==> config.mk <==
export PLATFORM = sky130hd
export DESIGN_NAME = bmhq_cell
export DESIGN_NICKNAME = d
export VERILOG_FILES = /design/src/rtl/bmhq_pkg.sv /design/src/rtl/bmhq_cell.sv
export SDC_FILE = /design/constraint.sdc
export NUM_CORES = 1
export LEC_CHECK = 0
export BUFFER_PORTS_ARGS = -buffer_cell sky130_fd_sc_hd__buf_2
export CORE_AREA = 2 2 111 81
export CTS_CLUSTER_SIZE = 30
export DETAILED_ROUTE_END_ITERATION = 12
export DIE_AREA = 0 0 113 83
export PLACE_DENSITY = 0.66
export SYNTH_ARGS = -nofsm -noshare
export SYNTH_HDL_FRONTEND = slang
export SYNTH_SLANG_ARGS = --single-unit
==> constraint.sdc <==
create_clock -name clk -period 7.65 [get_ports clk]
set_input_delay 1.1475 -clock clk [delete_from_list [all_inputs] [get_ports clk]]
set_output_delay 1.1475 -clock clk [all_outputs]
set_load 0.1 [all_outputs]
==> src/rtl/bmhq_pkg.sv <==
// ----------------------------------------------------------------------------
// bmhq_pkg
// shared types and constants of the max priority queue
// ----------------------------------------------------------------------------
package bmhq_pkg;

    localparam int DEF_CAPACITY   = 64;
    localparam int DEF_VALUE_BITS = 32;

    localparam int IN_VALUE_W = 32;
    localparam int OCC_W      = 7;

    localparam logic ACT_PUSH = 1'b0;
    localparam logic ACT_POP  = 1'b1;

    typedef struct packed {
        logic                  action;
        logic [IN_VALUE_W-1:0] value;
    } bmhq_req_t;

    typedef struct packed {
        logic [IN_VALUE_W-1:0] popped_value;
        logic                  popped_valid;
        logic                  underflow;
        logic                  overflow;
        logic [OCC_W-1:0]      occupancy;
    } bmhq_rsp_t;

    // broadcast to every cell of the chain
    typedef struct packed {
        logic push_en;
        logic pop_en;
    } bmhq_ctl_t;

endpackage

==> src/rtl/bmhq_cell.sv <==
// ----------------------------------------------------------------------------
// bmhq_cell
// one slot of the sorted chain; holds one value, shifts right on insert
// and left on removal
// ----------------------------------------------------------------------------
module bmhq_cell
    import bmhq_pkg::*;
#(
    parameter int VALUE_BITS = DEF_VALUE_BITS
) (
    input  logic                  clk,
    input  bmhq_ctl_t             ctl,
    input  logic [VALUE_BITS-1:0] value,
    input  logic                  occupied,
    input  logic                  prev_keep,
    input  logic [VALUE_BITS-1:0] prev_value,
    input  logic [VALUE_BITS-1:0] next_value,
    output logic                  keep,
    output logic [VALUE_BITS-1:0] slot_value
);

    logic [VALUE_BITS-1:0] slot_reg;
    logic [VALUE_BITS-1:0] slot_next;

    // chain is sorted descending, so keep is high on a prefix of cells
    assign keep = occupied && (slot_reg >= value);

    always_comb
    begin
        slot_next = slot_reg;
        if (ctl.push_en)
        begin
            if (keep)
                slot_next = slot_reg;
            else if (prev_keep)
                slot_next = value;
            else
                slot_next = prev_value;
        end
        else if (ctl.pop_en)
        begin
            slot_next = next_value;
        end
    end

    always_ff @(posedge clk)
    begin
        slot_reg <= slot_next;
    end

    assign slot_value = slot_reg;

endmodule

# After elaboration in Yosys (flattened, before gate mapping)
# Index checks and enable logic that the tools add are counted.
# word_totals
wordCells	10
ramBits	0
mem_bits_ro	0
latch_bits	0
out_inout_bits	33
inputBits	101
regBits	32
mem_count	0
# op_classes
bitwise_logic	0
n_eq_ne	1
add_sub_neg	0
n_div	0
magnitude_cmp	1
n_reduce_logical	3
muxes	4
n_shift	0
n_mul	0
# op_table
cell	count
32-bit 2-to-1 mux	4
32-bit greater-or-equal comparator	1
2-bit != test (second input constant)	1
2-bit AND reduction	1
2-bit nonzero test	1
1-bit logical AND	1

# Logic depth before layout (Yosys ltp)
# Gate-level depths: netlist of the first run.
# depth
ltp_word	4
mapped_depth	7
mapped_depth_nobuf	7

# Least setup slack after synthesis of the first run
# No wires, ideal clock.
# synth_path
path_kind	input port to output port
startpoint	input value[14]
endpoint	output keep
stages	7
required_ns	6.503
arrival_ns	3.143
n_path_buf	0
slack_ns	3.360
cell_sequence	inv_1 > ha_1 > nand4_1 > nor3_2 > or4b_1 > a31oi_1 > o21a_1
# synth_between
elab_chain_cells	2
# synth_lines
item	line_no	rtl
from (decl)	bmhq_cell.sv:13	input logic [VALUE_BITS-1:0] value,
32-bit greater-or-equal comparator	bmhq_cell.sv:26	assign keep = occupied && (slot_reg >= value);
1-bit logical AND	bmhq_cell.sv:26	
to (decl)	bmhq_cell.sv:18	output logic keep,
# Every way passes these cells.

# Final worst setup path of the first run
# Same ends and word-level chain as after synthesis.

==> results of run 1 <==
## area by class of cell
cell class                      count  area, um^2  share of cell area (%)
Multi-Input combinational cell    181        1310                    39.4
Sequential cell                    32         961                    28.8
Timing Repair Buffer              134         673                    20.2
Tap cell                          105         131                    3.94
Clock buffer                        5         125                    3.75
Inverter                           33         124                    3.71
Clock inverter                      2        7.51                   0.225
## worst min-delay path, cell delays in order
cell and delay, ns:
buf_2 0.07, nor2_1 0.03, a21oi_1 0.10
## cells by family (layout without fill, tap and decap cells)
kind of cell / count (synthesis) / after routing / share of synthesized area (%)
AND/OR/NAND/NOR: 59 / 59 / 10.9
buffers and inverters: 44 / 174 / 6.95
flip-flops: 32 / 32 / 39.5
AO/OA/AOI/OAI: 57 / 57 / 12.6
adder cells (fa/ha/maj): 32 / 32 / 16.5
multiplexers: 33 / 33 / 13.6
## power by group through the flow
stage               logic, mW  registers, mW  clock network, mW
finish                  0.294          0.232              0.186
global route            0.319          0.235              0.199
CTS                     0.298          0.232              0.191
detailed placement      0.297          0.236                  0
global placement        0.294          0.234                  0
floorplan              0.0836          0.376                  0
## stage by stage
| stage | hold slack (ns) | power [mW] | worst slack (ns) | utilization, % |
|---|---|---|---|---|
| after global placement | 1.23 | 0.528 | 3.16 | 38.7 |
| after detailed placement | 1.29 | 0.532 | 3.10 | 38.7 |
| after global routing | 1.21 | 0.753 | 2.93 | 40.3 |
| after CTS | 1.19 | 0.721 | 3.10 | 40.3 |
| after floorplan | 1.37 | 0.460 | 3.36 | - |
| final | 1.20 | 0.712 | 3.18 | 40.3 |
## metal layers
| metal | share of wire (%) | vias up | global-route usage [%] |
|---|---|---|---|
| li1 | - | 1178 | - |
| met1 | 47 | 990 | 18.0 |
| met2 | 46 | 67 | 24.3 |
| met3 | 6.7 | 2 | 4.09 |
| met4 | 0.37 | 0 | 2.55 |
| met5 | 0 | - | 0 |
## cell usage after synthesis (2+ instances only)
master / n
edfxtp_1: 32
ha_1: 32
inv_1: 33
nor2_1: 34
nand4_1: 7
o21ai_0: 4
a21oi_1: 45
nand3_1: 3
mux2i_1: 33
nand2_1: 9
nand2b_1: 2
o21a_1: 3
clkbuf_1: 7
buf_2: 3
## worst paths after layout
kind,to,depth (start not counted),from
max,keep,9,value[14]
min,slot_value[3],3,next_value[3]
max reg2reg,slot_value[13],6,slot_value[23]
min reg2reg,slot_value[28],4,slot_value[31]
==> impl_metrics.csv, run 1 <==
group,metric,value,unit
cells_and_area,syn2layout_area_growth,37.2,%
cells_and_area,layout_commonest_cell,"buf_2",
route,routed_wl,6.41,mm
sta,fin_skew,0.00487,ns
sta,grt_setup_unrepaired,"false",
placed_design,dp_hpwl,5.13,mm
clock_network,cts_inserted_buffers,5,
cells_and_area,most-common-layout-cells,"133 x buf_2, 45 x a21oi_1, 34 x nor2_1",
clock_network,clk_pin_slew,0.05,ns
sta,setup_viol_count_final,0,
critical_path,criticalPathCategory,"in -> out",
clock_network,cts_hold_buf,0,
critical_path,cp_num_buf_inv,3,
critical_path,crit_fanout,3,
critical_path,worst_setup_path_end_kind,"output pin",
floorplanning,die_w,113,um
cells_and_area,layout.nets,520,
grt,grt_pass1_vias,2412,
yosys,mappedNetlistArea,2430,um^2
critical_path,start_kind,"input port",
critical_path,crit_family,"simple AND/OR/NAND/NOR gates",
route,drtPass1Iterations,8,
sta,finalHoldViolations,0,
floorplanning,core-area,8270,um^2
power_and_ir_drop,p_int,0.409,mW
yosys,ys_seq_area_share,39.5,%
sta,setup-tns-final,0,ns
sta,slew_headroom,29.4,%
yosys,synth.top_cell.area_share,39.5,%
sta,period_needed,4.47,ns
clock_network,cts.sinks,32,
cells_and_area,antenna_cells,0,
critical_path,crit_arrival,3.32,ns
floorplanning,row_count,28,
run_status,violations,"design-rule violations",
route,vias,2237,
clock_network,cts_root_buf,"clkbuf_16",
grt,antenna_found_initial,0,
yosys,synth_cells,257,
min_path,hold_class,"in -> reg",
route,drt-vias-per-instance,4.55,
clock_network,htree_num_levels,2,
critical_path,crit_path_frequent_cell,"buf_2",
placed_design,dpl.cell_count,485,
power_and_ir_drop,pwr-share-clk,26.2,%
grt,gr-total-overflow,0,
cells_and_area,final_cells,492,
placed_design,globalplace.congestion,0.776,
yosys,yosysTopAreaCell,"edfxtp_1",
critical_path,ff2ff_setup_slack,4.77,ns
yosys,ys_ff_latch,32,
placed_design,place_area,3200,um^2
cells_and_area,final_area,3330,um^2
critical_path,required,6.50,ns
critical_path,cp_cell_sequence,"buf_2, inv_1, ha_1, nand4_1, nor3_2, or4b_1, a31oi_1, o21a_1, buf_2",
power_and_ir_drop,seq_power_share,32.5,%
clock_network,cts_resized,0,
cells_and_area,layout-drive-gt1-share,36.4,%
route,wl_per_cell,13.0,um
cells_and_area,largest_register_ffs,32,
grt,grt.total_usage,14.2,%
clock_network,clk_latency,0.27,ns
clock_network,post_cts.repair.setup_buffers,0,
route,first_iter_violations,44,
power_and_ir_drop,p_sw_share,42.6,%
critical_path,cp_slowest_cell,"or4b_1",
sta,worst_slew_pin_slew,1.05,ns
placed_design,portBuffers,133,
floorplanning,ios,134,
yosys,synth_edf_count,32,
clock_network,tritoncts,"built",
sta,min_period_over_period,58.5,%
run,max-cap-violations,0,
route,drcViolationCount,7,
sta,slew_viol_final,0,
sta,max_freq,0.224,GHz
yosys,syn_area_per_cell,9.46,um^2
yosys,synth_ff_type,"edfxtp_1",
power_and_ir_drop,power_density,214,nW/um^2
run_status,status,"complete, but fails checks",
cells_and_area,nFillCells,833,
yosys,synthesis.nets,390,
floorplanning,die_area,9380,um^2
power_and_ir_drop,leakage,1.70,nW
grt,grt_pass1_wl,10.9,mm
floorplanning,start_util,29.4,%
power_and_ir_drop,power_frac_comb,41.3,%
route,ant_nets,0,
yosys,synth_cell_types,24,
yosys,postSynth.asyncResetShare,0,%
power_and_ir_drop,netSwitchingPower,0.303,mW
floorplanning,die_h,83,um
yosys,yosys_warnings,0,
power_and_ir_drop,ir_worst_vdd,82.3,uV
clock_network,clk_path_buf_depth,2,
critical_path,cpPeakStageDelay,0.48,ns
yosys,synth_area_leaders,"edfxtp_1 40%, ha_1 16%, mux2i_1 14%",
grt,grt_max_degree,67,
(Power assumes the default switching activity.)
==> run 2: changes to the inputs <==
--- a/config.mk
+++ b/config.mk
@@ -5,12 +5,13 @@
 export SDC_FILE = /design/constraint.sdc
 export NUM_CORES = 1
 export LEC_CHECK = 0
+export ABC_AREA = 1
 export BUFFER_PORTS_ARGS = -buffer_cell sky130_fd_sc_hd__buf_2
-export CORE_AREA = 2 2 111 81
+export CORE_AREA = 2 2 112 82
 export CTS_CLUSTER_SIZE = 30
 export DETAILED_ROUTE_END_ITERATION = 12
-export DIE_AREA = 0 0 113 83
-export PLACE_DENSITY = 0.66
+export DIE_AREA = 0 0 114 84
+export PLACE_DENSITY = 0.65
 export SYNTH_ARGS = -nofsm -noshare
 export SYNTH_HDL_FRONTEND = slang
 export SYNTH_SLANG_ARGS = --single-unit
==> constraint.sdc (replaced) <==
create_clock -name clk -period 4.2 [get_ports clk]
set_input_delay 0.63 -clock clk [delete_from_list [all_inputs] [get_ports clk]]
set_output_delay 0.63 -clock clk [all_outputs]
set_load 0.1 [all_outputs]
==> run 2 against run 1 <==
  * The flow now finishes without violations
  * Critical path depth increased by 3
  * Clock skew about the same
  * Wire length increased by 14%
  * Synthesized cell count increased by 24%
  * Critical path type unchanged
==> impl_metrics.csv, run 2 <==
group,metric,value,unit
run_status,status,"completed",
cells_and_area,layout_commonest_cell,"buf_2",
yosys,yosysTopAreaCell,"edfxtp_1",
critical_path,reg2reg_depth,15,
critical_path,crit_path_frequent_cell,"nand2_1",
power_and_ir_drop,power.total,1.28,mW
critical_path,cp_num_buf_inv,4,
clock_network,clk_pin_slew,0.05,ns
route,drcViolationCount,0,
floorplanning,ios,134,
cells_and_area,layout.nets,581,
sta,finalHoldViolations,0,
sta,fin_hold_ws,0.645,ns
grt,grtUsageMet3,3.49,%
yosys,synth_ff_type,"edfxtp_1",
floorplanning,die_area,9580,um^2
clock_network,clk_path_buf_depth,2,
yosys,synth_common_cells,"65 x nand2_1, 42 x inv_1, 36 x nor2_1, 36 x o21ai_0",
clock_network,cts_root_buf,"clkbuf_16",
cells_and_area,antenna_cells,0,
cells_and_area,final_area,3390,um^2
critical_path,required,3.57,ns
placed_design,place_area,3250,um^2
yosys,yosys.cell_count.top_type,"nand2_1",
critical_path,cpPeakStageDelay,0.42,ns
critical_path,worst_setup_path_end_kind,"output pin",
sta,max_freq,0.353,GHz
yosys,ys_ff_latch,32,
yosys,synthesis.nets,451,
clock_network,cts_inserted_buffers,5,
critical_path,cp_slowest_cell,"buf_2",
yosys,synth_cell_types,21,
min_path,hold_class,"in -> reg",
placed_design,portBuffers,133,
sta,slew_headroom,57.9,%
power_and_ir_drop,power_density,378,nW/um^2
cells_and_area,largest_register_ffs,32,
yosys,postSynth.asyncResetShare,0,%
clock_network,tritoncts,"built",
route,routed_wl,7.30,mm
sta,worst_slew_pin_slew,0.630,ns
critical_path,crit_fanout,3,
placed_design,globalplace.congestion,0.792,
route,ant_nets,0,
power_and_ir_drop,leakage,1.77,nW
critical_path,criticalPathCategory,"in -> out",
floorplanning,die_h,84,um
run,max-cap-violations,0,
floorplanning,die_w,114,um
yosys,yosys_warnings,0,
grt,gr-total-overflow,0,
yosys,mappedNetlistArea,2480,um^2
yosys,syn_area_per_cell,7.81,um^2
floorplanning,core-area,8640,um^2
grt,grt_pass1_wl,11.9,mm
clock_network,cts_hold_buf,0,
floorplanning,row_count,29,
critical_path,path_depth,12,
yosys,synth_edf_count,32,
critical_path,crit_arrival,2.20,ns
route,wl_per_cell,13.1,um
cells_and_area,syn2layout_area_growth,36.3,%
sta,setup_viol_count_final,0,
cells_and_area,layout-drive-gt1-share,33.6,%
clock_network,cts.sinks,32,
grt,use_met1,20.9,%
sta,period_needed,2.83,ns
grt,grt.total_usage,15.7,%
yosys,synth_area_leaders,"edfxtp_1 39%, ha_1 16%, nand2_1 9.8%",
yosys,ys_seq_area_share,38.7,%
clock_network,post_cts.repair.setup_buffers,0,
grt,use_met2,25.6,%
cells_and_area,most-common-layout-cells,"133 x buf_2, 65 x nand2_1, 42 x inv_1",
route,drt-vias-per-instance,4.52,
sta,grt_setup_unrepaired,"false",
route,drtPass1Iterations,4,
sta,setup-tns-final,0,ns
grt,grt_max_degree,35,
clock_network,cts_resized,0,
grt,antenna_found_initial,0,
sta,min_period_over_period,67.5,%
critical_path,start_kind,"input port",
sta,fin_skew,0.00482,ns
route,first_iter_violations,72,
placed_design,dp_hpwl,5.74,mm
yosys,synth_cells,318,
clock_network,clk_latency,0.27,ns
grt,grt_pass1_vias,2566,
critical_path,cp_cell_sequence,"buf_2, inv_1, ha_1, nand2_1, nor3_1, nand2_1, nand2_1, nand2_1, nand2_1, nand2_1, inv_1, buf_2",
yosys,synth.top_cell.area_share,38.7,%
route,vias,2516,
clock_network,htree_num_levels,2,
min_path,hold-path-cell-count,3,
power_and_ir_drop,ir_worst_vdd,165,uV
floorplanning,start_util,28.8,%
sta,slew_viol_final,0,
grt,grt_busiest_layer,"met2",
critical_path,crit_family,"simple AND/OR/NAND/NOR gates",
[run 2: worst paths after layout]
check | from | to | slack, ns
min reg2reg | slot_value[31] | slot_value[22] | 1.58
max | value[15] | keep | 1.37
min | next_value[17] | slot_value[17] | 0.64
max reg2reg | slot_value[7] | slot_value[30] | 1.72
[run 2: cell families (layout without fill, tap and decap cells)]
logic type / Yosys count / count (layout) / share of synthesized area [%]
buffers and inverters: 56 / 187 / 9.17
DFF: 32 / 32 / 38.7
adders and majority gates: 32 / 32 / 16.1
AOI/OAI and AO/OA: 86 / 86 / 17.8
and+or+nand+nor: 112 / 112 / 18.2
[run 2: through the flow]
stage / std cells / setup WS (ns) / util [%]
2_1_floorplan: 318 / 1.18 / -
3_3_place_gp: 549 / 1.31 / 37.6
3_5_place_dp: 549 / 1.32 / 37.6
4_1_cts: 557 / 1.32 / 39.2
5_1_grt: 557 / 1.16 / 39.2
6_report: 557 / 1.37 / 39.2
[run 2: routing by layer]
metal | up-vias | share of wire [%]
li1 | 1319 | -
met3 | 6 | 5.8
met2 | 77 | 45
met4 | 0 | 1.1
met1 | 1114 | 48
met5 | - | 0
[run 2: layout make-up]
type                            count  area (um^2)
Clock buffer                        7          133
Clock inverter                      1         3.75
Fill cell                         913         5250
Inverter                           44          165
Multi-Input combinational cell    230         1290
Sequential cell                    32          961
Tap cell                          108          135
Timing Repair Buffer              135          693
[run 2: power breakdown]
group	internal, mW	leakage (nW)	switching [mW]	total, mW
logic	0.125	1.38	0.396	0.521
registers	0.398	0.319	0.0197	0.418
clock network	0.218	0.0655	0.122	0.340
total	0.741	1.77	0.538	1.28
[run 2: worst reg2reg max path: cells and delay by family, from the launching register on]
kind / cells / cell delay [ns]
and+or+nand+nor: 12 / 1.15
buffers and inverters: 2 / 0.29
adders and majority gates: 1 / 0.31
DFF: 1 / 0.42
